===== src/rtl/rlp_pkg.sv =====
package rlp_pkg;

   // Mantissa in Q1.30 as it runs through the log and power cells.
   typedef logic [30:0] q30_type;

   localparam int MAX_SIDE = 4096;
   localparam int NUM_STAGES = 59;
   localparam int NUM_CELLS = 16;

   localparam q30_type ONE_Q30 = 31'h4000_0000;
   localparam logic [30:0] LOG2E_Q30 = 31'd1549082005;
   localparam logic [26:0] EXP_LIMIT = 27'h400_0000;

   // 2^(2^-(i+1)) in Q1.30, one entry per power cell.
   localparam q30_type POW2_TAB [NUM_CELLS] = '{
      31'd1518500250, 31'd1276901417, 31'd1170923762, 31'd1121280436,
      31'd1097253709, 31'd1085434106, 31'd1079572137, 31'd1076653033,
      31'd1075196443, 31'd1074468887, 31'd1074105295, 31'd1073923543,
      31'd1073832681, 31'd1073787251, 31'd1073764537, 31'd1073753180
   };

   typedef enum logic [2:0] {
      REG_MODE   = 3'd0,
      REG_WIDTH  = 3'd1,
      REG_HEIGHT = 3'd2,
      REG_GSCALE = 3'd3,
      REG_IRAD   = 3'd4,
      REG_IIDX   = 3'd5,
      REG_SB     = 3'd6,
      REG_SAMP   = 3'd7
   } reg_idx_type;

   // Data that travels beside the two log2 lanes.
   typedef struct packed {
      logic [26:0] gz;
      logic [4:0]  ea;
      logic [4:0]  eb;
      logic        zb;
   } lg_side_type;

   // Data that travels beside the first power lane.
   typedef struct packed {
      logic [26:0]       gz;
      logic signed [7:0] ip;
      logic [15:0]       frac;
      logic              force_p;
      logic              force_one;
   } p1_side_type;

endpackage


===== src/rtl/rlp_log2_cell.sv =====
module rlp_log2_cell (
   input  logic             clock,
   input  logic             en,
   input  rlp_pkg::q30_type mant,
   input  logic [15:0]      frac,
   output rlp_pkg::q30_type mant_out,
   output logic [15:0]      frac_out
);
   import rlp_pkg::*;

   logic [61:0] sq;
   logic [31:0] sq_hi;
   q30_type     mant_in, mant_ff;
   logic [15:0] frac_in, frac_ff;

   // One fraction bit per cell: square, and renormalize when the square reaches two.
   always_comb begin
      sq    = 62'(mant) * 62'(mant);
      sq_hi = sq[61:30];
      if (sq_hi[31]) begin
         mant_in = sq_hi[31:1];
         frac_in = {frac[14:0], 1'b1};
      end else begin
         mant_in = sq_hi[30:0];
         frac_in = {frac[14:0], 1'b0};
      end
   end

   always_ff @(posedge clock) begin
      if (en) begin
         mant_ff <= mant_in;
         frac_ff <= frac_in;
      end
   end

   assign mant_out = mant_ff;
   assign frac_out = frac_ff;

endmodule


===== config.mk =====
export PLATFORM = sky130hd
export DESIGN_NAME = rlp_log2_cell
export DESIGN_NICKNAME = d
export VERILOG_FILES = /design/src/rtl/rlp_pkg.sv /design/src/rtl/rlp_log2_cell.sv
export SDC_FILE = /design/constraint.sdc
export NUM_CORES = 2
export LEC_CHECK = 0
export ABC_AREA = 1
export CAP_MARGIN = 20
export CORE_UTILIZATION = 50
export CTS_CLUSTER_SIZE = 28
export DETAILED_ROUTE_END_ITERATION = 12
export DONT_BUFFER_PORTS = 1
export PLACE_DENSITY = 0.69
export SKIP_CTS_REPAIR_TIMING = 1
export SYNTH_ARGS = -nofsm -noshare
export SYNTH_HDL_FRONTEND = slang
export SYNTH_SLANG_ARGS = --single-unit

===== constraint.sdc =====
create_clock -name clock -period 8.3 [get_ports clock]
set_clock_uncertainty 0.05 [all_clocks]
set_input_delay 1.66 -clock clock [delete_from_list [all_inputs] [get_ports clock]]
set_output_delay 1.66 -clock clock [all_outputs]
set_load 0.02 [all_outputs]

# ---- Word level (Yosys, flattened, before mapping)
# Cells that the tools add are included.
dict set report word_totals {
  ff_bits 47
  in_bits 49
  output_inout_bits 47
}
dict set report op_classes {
  n_mux 2
  n_mul 1
}
# cell count
set ops {}
lappend ops {{$mul 31x31->62} 1}
lappend ops {{$mux 30} 1}
lappend ops {{$mux 1} 1}

# ---- Longest topological paths before layout
dict set report logic_depth {
  word_depth 2
  depth_mapped 34
}

# ---- Least setup slack after synthesis
# No wires, ideal clock.
dict set report synth_path {
  path_kind {input to register}
  startpoint {input mant[25]}
  endpoint {register mant_ff[23], in the netlist mant_out[23] (data pin)}
  arrival_time_ps 7922
  cell_stages 30
  required_time_ps 7998
  slack_ps 76
  setup_time_ps 252
  n_path_buf 3
  cell_sequence {clkbuf_1 > buf_1 > nand2_1 > fa_1 > fa_1 > inv_1 > fa_1 > inv_1 > fa_1 > inv_1 > fa_1 > fa_1 > fa_1 > inv_1 > fa_1 > inv_1 > ha_1 > nand2_1 > nand2_1 > a21oi_2 > nand2_1 > nand2_1 > nand2_1 > a21oi_2 > nand2_2 > nand2_1 > nand2_2 > buf_6 > nand2_1 > nand2_1}
}
dict set report synth_via {
  elab_chain_len 2
}
# item line_no
set synth_lines {}
lappend synth_lines {{from (decl)} rlp_log2_cell.sv:4} ;# input rlp_pkg::q30_type mant,
lappend synth_lines {{$mul 31x31->62} rlp_log2_cell.sv:18} ;# sq = 62'(mant) * 62'(mant);
lappend synth_lines {{$mux 30} rlp_log2_cell.sv:20} ;# if (sq_hi[31]) begin
lappend synth_lines {{via mant_in[23]} rlp_log2_cell.sv:13} ;# q30_type mant_in, mant_ff;
lappend synth_lines {{to (signal assigned)} rlp_log2_cell.sv:31} ;# mant_ff <= mant_in;
lappend synth_lines {{to (decl)} rlp_log2_cell.sv:13}
# The timed path passes the listed nets, and every way through them passes these cells.
# A chain may end at the register's enable or synchronous reset.

# ---- Worst setup path in the final report
dict set report layout_path {
  startpoint {input mant[22]}
  endpoint {register mant_ff[26], in the netlist mant_out[26] (data pin)}
}
# Same word-level chain as after synthesis.

==> metrics <==
outcome=complete, no violations; vias in the first global route=24200; Post-DRT Antenna Nets=0; total grt overflow=0; maximum clock frequency=128 MHz; Fillers=5836; xor/xnor cell area share of the yosys netlist=0.00876; drt wl/cell=14.9 um; relative slew slack=0.634; adder and majority cell fraction of the synthesized area=0.591; Inserted Clock Buffers=5; clock root buffer=clkbuf_16; via count=22300; core area=0.0608 mm2; Critical Path End Type=register; Ant. Diodes=0; commonest non-fill, non-tap cell in the layout=inv_1; die span in y=251 um; min cycle time layout=7820 ps; largest area contributor in the netlist=fa_1; Synth Register Bits=47; multiplexer share of the synthesized area=0; critical path's largest stage delay=580 ps; post-synth top area share=0.483; Worst EP arrival=7810 ps; unrepaired setup endpoints after global routing=false; starting DRC count in detailed routing=1320; Min-Delay Path Class=in -> reg; first-pass GRT wire length=119000 um; die outline width=251 um; Seq/Total Area, Yosys=0.0455; CP required=8290 ps; slowest stage cell, crit path=fa_1; htree depth=2; final setup TNS=0 ps; All-Layer GR Usage=0.236; syn nets=4964; max_cap viols=0; syn avg cell area=7.95 um2; CTS max path bufs=2; final setup fails=0; complex-gate fraction of the synthesized area=0.0165; cell repeated most along the worst path=nand2_1; I/O Buffers=0; simple-gate area share of the yosys netlist=0.163; distinct cell type count after synthesis=35; row cnt=90; Vias per Instance=4.86; largest net degree at the start of global routing=48; synthesized instance count=3899; drc violations=0; initial antenna violation count=0; worst-path maximum fanout=31; Initial Util=0.510; DR pass1 iterations=5; most frequent cells in the layout=1330 x inv_1, 1043 x nand2_1, 747 x fa_1; Detailed Place HPWL=59500 um; main combinational cell family by area after synthesis=adder cells; clock sink count=47; Ys Warns=0; post-route clock period utilization=0.942; Slew @ Worst Pin=545 ps; final WL=68600 um; max-slew violations=0; DIE AREA=0.0630 mm2; CTS clk-pin slew, worst paths=60 ps; Area Growth Syn to Fin=2.52%; IO Count=96; endpoints failing hold=0; CP startpoint kind=input pin; synthesized area=0.0310 mm2; layout cell share with drive strength beyond 1=0.0115; Layout Nets=4875; RD Place Congestion=0.980; CTS tree=built; top area cells in the synthesized netlist=fa_1 48%, inv_1 16%, nand2_1 13%, ha_1 11%, edfxtp_1 4.6%; crit path kind=in -> reg
==> state kept, by name (all words and copies together) (netlist names) <==
signal,cells
mant_out,31
frac_out,16
==> area by class of cell <==
| type | count | area [um2] | area share |
|---|---|---|---|
| inverter | 1334 | 5010 | 0.158 |
| clock inverter | 3 | 38.8 | 0.00122 |
| clock buffer | 5 | 125 | 0.00394 |
| multi-input combinational | 2417 | 24100 | 0.760 |
| tap | 782 | 978 | 0.0308 |
| timing repair buffer | 5 | 62.6 | 0.00197 |
| sequential | 47 | 1410 | 0.0444 |
==> per-stage QoR <==
step | instances | setup slack, ps | utilization | hold WS, ps | instance area [um2]
5_1_grt | 4593 | 108 | 0.522 | 1400 | 31800
6_report | 4593 | 480 | 0.522 | 1410 | 31800
3_5_place_dp | 4585 | 184 | 0.520 | 1710 | 31600
2_1_floorplan | 3899 | 75.8 | - | 1710 | 31000
3_3_place_gp | 4585 | 206 | 0.520 | 1710 | 31600
4_1_cts | 4593 | 483 | 0.522 | 1400 | 31800
==> worst max-delay path: cells and delay by family <==
family | cells | cell delay, ps
AOI/OAI and AO/OA | 2 | 380
buffers and inverters | 8 | 540
and+or+nand+nor | 11 | 820
adders and majority gates | 9 | 4360
==> layer usage <==
layer	global-route usage	share of wire	vias up
met5	0	0	-
met4	0.0552	0.026	0
met3	0.0236	0.047	107
met2	0.419	0.50	525
met1	0.311	0.43	11000
li1	-	-	10700
==> synthesized netlist by cell type, drive strengths merged <==
master and n:
o21a 1, nand2 1054, nand3b 3, edfxtp 47, o21bai 12, and3 2
inv 1334, nor3 9, xnor2 10, fa 747, nand3 69, a21o 2
or2 4, ha 269, xor2 21, buf 18, nand4 14, clkbuf 83
a21boi 1, nor2 117, o21ai 17, a31o 2, nor4 5, and2 2
a21oi 56
==> final timing paths <==
kind                     start      endpoint  slack, ps  cells after the start
worst min-delay path   frac[0]   frac_out[1]       1410                      0
worst max-delay path  mant[22]  mant_out[26]        480                     30
==> kinds of logic (layout without fill, tap and decap cells) <==
family,after synthesis,count (layout)
adders and majority gates,1016,1016
and+or+nand+nor,1279,1279
DFF,47,47
buffers and inverters,1435,1347
xor gates and xnor gates,31,31
AOI/OAI and AO/OA,91,91
Power is left out: the tool's default activity adds up to more than one toggle a clock period on the data nets, which glitch-free logic cannot reach.
