$ cat src/rtl/rlp_pkg.sv
package rlp_pkg;

   // Mantissa in Q1.30 as it runs through the log and power cells.
   typedef logic [30:0] q30_type;

   localparam int MAX_SIDE = 4096;
   localparam int NUM_STAGES = 59;
   localparam int NUM_CELLS = 16;

   localparam q30_type ONE_Q30 = 31'h4000_0000;
   localparam logic [30:0] LOG2E_Q30 = 31'd1549082005;
   localparam logic [26:0] EXP_LIMIT = 27'h400_0000;

   // 2^(2^-(i+1)) in Q1.30, one entry per power cell.
   localparam q30_type POW2_TAB [NUM_CELLS] = '{
      31'd1518500250, 31'd1276901417, 31'd1170923762, 31'd1121280436,
      31'd1097253709, 31'd1085434106, 31'd1079572137, 31'd1076653033,
      31'd1075196443, 31'd1074468887, 31'd1074105295, 31'd1073923543,
      31'd1073832681, 31'd1073787251, 31'd1073764537, 31'd1073753180
   };

   typedef enum logic [2:0] {
      REG_MODE   = 3'd0,
      REG_WIDTH  = 3'd1,
      REG_HEIGHT = 3'd2,
      REG_GSCALE = 3'd3,
      REG_IRAD   = 3'd4,
      REG_IIDX   = 3'd5,
      REG_SB     = 3'd6,
      REG_SAMP   = 3'd7
   } reg_idx_type;

   // Data that travels beside the two log2 lanes.
   typedef struct packed {
      logic [26:0] gz;
      logic [4:0]  ea;
      logic [4:0]  eb;
      logic        zb;
   } lg_side_type;

   // Data that travels beside the first power lane.
   typedef struct packed {
      logic [26:0]       gz;
      logic signed [7:0] ip;
      logic [15:0]       frac;
      logic              force_p;
      logic              force_one;
   } p1_side_type;

endpackage

$ cat src/rtl/rlp_pow2_cell.sv
module rlp_pow2_cell (
   input  logic             clock,
   input  logic             en,
   input  logic             apply,
   input  rlp_pkg::q30_type coef,
   input  rlp_pkg::q30_type mant,
   output rlp_pkg::q30_type mant_out
);
   import rlp_pkg::*;

   logic [62:0] prod;
   q30_type     mant_in, mant_ff;

   // Multiply in this cell's root of two when its exponent bit is set.
   always_comb begin
      prod    = 63'(mant) * 63'(coef) + 63'(64'h2000_0000);
      mant_in = apply ? prod[60:30] : mant;
   end

   always_ff @(posedge clock) begin
      if (en) begin
         mant_ff <= mant_in;
      end
   end

   assign mant_out = mant_ff;

endmodule

$ cat config.mk
export PLATFORM = sky130hd
export DESIGN_NAME = rlp_pow2_cell
export DESIGN_NICKNAME = d
export VERILOG_FILES = /design/src/rtl/rlp_pkg.sv /design/src/rtl/rlp_pow2_cell.sv
export SDC_FILE = /design/constraint.sdc
export NUM_CORES = 2
export LEC_CHECK = 0
export ABC_AREA = 1
export BUFFER_PORTS_ARGS = -buffer_cell sky130_fd_sc_hd__buf_2
export CORE_UTILIZATION = 55
export DETAILED_ROUTE_END_ITERATION = 16
export PLACE_DENSITY_LB_ADDON = 0.3
export SYNTH_ARGS = -nofsm -noshare
export SYNTH_HDL_FRONTEND = slang
export SYNTH_SLANG_ARGS = --single-unit
$ cat constraint.sdc
create_clock -name clock -period 16.7 [get_ports clock]
set_input_delay 1.67 -clock clock [delete_from_list [all_inputs] [get_ports clock]]
set_output_delay 1.67 -clock clock [all_outputs]
set_load 0.01 [all_outputs]
## Word-level counts from Yosys, hierarchy flattened

Index checks and enable logic that the tools add are counted.

| storage, ports and cells | value |
|---|---|
| flip-flop bits (word level) | 31 |
| logic and storage cells | 4 |
| input bits | 65 |
| output and inout bits | 31 |

| operators by class | value |
|---|---|
| $mul | 1 |
| mux-type cells | 1 |
| $add $sub $neg | 1 |

Operator list:

| cell | count |
|---|---|
| 61-bit by 30-bit adder with 61-bit output (second input constant) | 1 |
| 31-bit by 31-bit multiplier with 61-bit output | 1 |
| 31-bit two-way mux | 1 |

## Longest topological paths before layout

| depth | value |
|---|---|
| depth in word-level cells | 3 |
| gate-level depth with buffers | 33 |
| gate-level depth less buffers | 32 |

## Worst setup path after synthesis

OpenSTA, ideal clock, no wires.

| timing | value |
|---|---|
| kind | input port to flip-flop |
| start point | in coef[1] |
| end point | reg mant_ff[7] (netlist: mant_out[7]) (data pin) |
| path buffers | 2 |
| setup slack | 8.951 ns |
| stages | 29 |
| library setup time | 0.254 ns |
| arrival | 7.496 ns |
| data required time | 16.446 ns |
| cell sequence | clkbuf_1 buf_1 nand2_1 fa_1 inv_1 fa_1 ha_1 inv_1 fa_1 inv_1 fa_1 fa_1 fa_1 inv_1 fa_1 inv_1 ha_1 nand2_1 nor2_1 inv_1 nor2_1 inv_2 nor3_1 o21ai_1 o21bai_1 nand2_1 nand2_1 nand3_1 nand2_1 |

| between the ends | value |
|---|---|
| cells in the longest elaborated chain, start to end | 3 |

Ends and longest elaborated chain:

| element | line | RTL |
|---|---|---|
| start, declared | rlp_pow2_cell.sv:5 | `input rlp_pkg::q30_type coef,` |
| 31-bit by 31-bit multiplier with 61-bit output | rlp_pow2_cell.sv:16 | `prod = 63'(mant) * 63'(coef) + 63'(64'h2000_0000);` |
| 61-bit by 30-bit adder with 61-bit output | rlp_pow2_cell.sv:16 |  |
| 31-bit two-way mux | rlp_pow2_cell.sv:17 | `mant_in = apply ? prod[60:30] : mant;` |
| net mant_in[7] | rlp_pow2_cell.sv:12 | `q30_type mant_in, mant_ff;` |
| end signal, assigned | rlp_pow2_cell.sv:22 | `mant_ff <= mant_in;` |
| end, declared | rlp_pow2_cell.sv:12 |  |

The timed path passes the listed nets, and every way through them passes these cells.
A chain may end at the register's enable or synchronous reset.

## Worst setup path after layout

| timing | value |
|---|---|
| start point | in mant[17] |
| end point | reg mant_ff[18] (netlist: mant_out[18]) (data pin) |

| between the ends | value |
|---|---|
| cells in the longest elaborated chain, start to end | 3 |

Ends and longest elaborated chain:

| element | line | RTL |
|---|---|---|
| start, declared | rlp_pow2_cell.sv:6 | `input rlp_pkg::q30_type mant,` |
| 31-bit by 31-bit multiplier with 61-bit output | rlp_pow2_cell.sv:16 |  |
| 61-bit by 30-bit adder with 61-bit output | rlp_pow2_cell.sv:16 |  |
| 31-bit two-way mux | rlp_pow2_cell.sv:17 |  |
| net mant_in[18] | rlp_pow2_cell.sv:12 |  |

The timed path passes the listed nets, and every way through them passes these cells.

==> summary.md <==
| Metric | Value |
|---|---|
| Outcome | `finished, final reports clean` |
| Top cell type's share of synthesized area | `0.4806` |
| Antenna violations before repair | `4` |
| Max Slew Vio Count | `0` |
| Chip Width | `253.8 um` |
| Kind of end point of the critical path | `flip-flop` |
| Nets | `5758` |
| Ys async rst share | `0` |
| Synth-to-Final Area Change | `3.191%` |
| Post-CTS Hold Fix Bufs | `0` |
| Maximum root-to-sink buffer count | `2` |
| Max reg flops | `31` |
| Slowest-stage cell, CP | `buf_2` |
| Crit-path max FO | `32` |
| Commonest register cell after synthesis | `edfxtp_1` |
| Critical Path Source Type | `input pin` |
| Hold WC Path Type | `input pin to flip-flop` |
| RSZ-0062 raised after global routing | `no` |
| Synth Register Bits | `31` |
| Synth area leaders | `fa_1 (48%), inv_1 (17%), nand2_1 (14%), ha_1 (9.8%), edfxtp_1 (2.7%)` |
| Critical path buffer and inverter count | `8` |
| Share of the yosys chip area belonging to registers | `0.02670` |
| Largest net degree at the start of global routing | `36` |
| Clk root buf | `clkbuf_16` |
| Max Freq | `0.1098 GHz` |
| Num CTS Buffers | `5` |
| CP Class | `input pin to flip-flop` |
| Fin. Hold Viols | `0` |
| Iter 0 DRT Violations | `2130` |
| Count of different cell masters after synthesis | `33` |
| Die area | `64400 sq um` |
| Final ANT Viol Nets | `0` |
| Max stage delay on crit path | `730 ps` |
| Vias | `27749` |
| Congestion Overflow GR | `0` |
| Slew headroom | `0.2687` |
| GPL Wtd Cong | `1.051` |
| CTS tree | `built` |
| GRT Total Usage | `0.3164` |
| Synthesis warning total | `0` |
| Core box area | `62170 sq um` |
| Final period utilization | `0.5452` |
| Clock sinks | `31` |
| Setup total negative slack | `0 ps` |
| Fin util | `0.5787` |
| H-Tree Level Count | `2` |
| Starting density of the core | `0.5608` |
| WL/cell | `17.78 um` |
| Worst slew pin tran | `1097 ps` |
| Largest area contributor in the netlist | `fa_1` |
| Drt first pass iters | `6` |
| Final hold slack | `2018 ps` |
| DPL Wire Length | `76320 um` |
| DRT Wirelength | `96450 um` |
| Synth Instances | `4655` |
| # DRC | `0` |
| Die H | `253.8 um` |
| Syn_area_per_cell | `7.489 sq um` |
| Max-cap violations | `0` |
| Clock-pin slew of the registers on the worst-case setup and hold paths | `50 ps` |
| Min Tclk post-route | `9104 ps` |
| First-pass GRT wire length | `156800 um` |
| Most frequent cells in the layout | `inv_1 (1610), nand2_1 (1277), fa_1 (837)` |
| Crit path DAT | `9130 ps` |
| Postcts setup bufs | `0` |
| Filler cell count | `5910` |
| Post-cts resize count | `0` |
| Crit path max-delay family | `adder cells` |
| WP data required | `16730 ps` |
| Vias in the first global route | `29769` |
| Ports | `96` |
| Syn_nets | `5829` |
| Vias per cell | `5.116` |
| Final setup fails | `0` |
| Row cnt | `91` |
| Number of synthesized flops with an enable pin | `31` |
| Port Buffers | `95` |
| Share of cells above drive strength 1 | `0.03642` |
| Mapped Area | `34860 sq um` |
| Most common cell after layout, fill and taps aside | `inv_1` |
cell type report:
cell class,count,area [sq um],area share
Timing Repair Buffer,114,618.1,0.01718
Antenna cell,2,5.005,0.0001391
Clock buffer,5,125.1,0.003478
Inverter,1627,6107,0.1698
Sequential cell,31,930.9,0.02588
Multi-Input combinational cell,2805,27100,0.7534
Clock inverter,3,38.79,0.001078
Tap cell,837,1047,0.02911
logic make-up after synthesis:
| group | count (synthesis) | synth area share |
|---|---|---|
| buffers and inverters | 1819 | 0.1959 |
| adders and majority gates | 1109 | 0.5782 |
| and+or+nand+nor | 1531 | 0.1729 |
| AOI/OAI and AO/OA | 157 | 0.02430 |
| DFF | 31 | 0.02670 |
| xor gates and xnor gates | 8 | 0.002010 |
worst paths after layout:
kind,start,endpoint,slack (ps),cells after the start
max,mant[17],mant_out[18],7600,29
min,en,mant_out[27],2020,1
synth_stat cells, types with 13 or more instances:
cell,instances
nor2_2,16
edfxtp_1,31
inv_2,15
o21bai_1,13
nor2_1,116
ha_1,272
nand2_1,1277
clkbuf_1,186
fa_1,837
nand3_1,81
o21ai_0,42
inv_1,1610
a21oi_1,83
layer usage:
metal	share of wire	global-route usage	wire, um	vias to the layer above
met5	0.00029	0	28	-
met4	0.042	0.1210	4052	4
met3	0.066	0.02796	6407	249
met2	0.50	0.5512	47750	1072
met1	0.40	0.4092	38210	13796
li1	-	-	-	12628
stage by stage:
stage	cell area, sq um	instances	setup slack (ps)
after floorplan	34860	4655	8951
after global placement	35810	5414	7463
after detailed placement	35810	5414	7435
after CTS	35970	5422	7711
after global routing	35970	5422	7429
final	35980	5424	7596
Power is left out: the tool's default activity adds up to more than one toggle a clock period on the data nets, which glitch-free logic cannot reach.
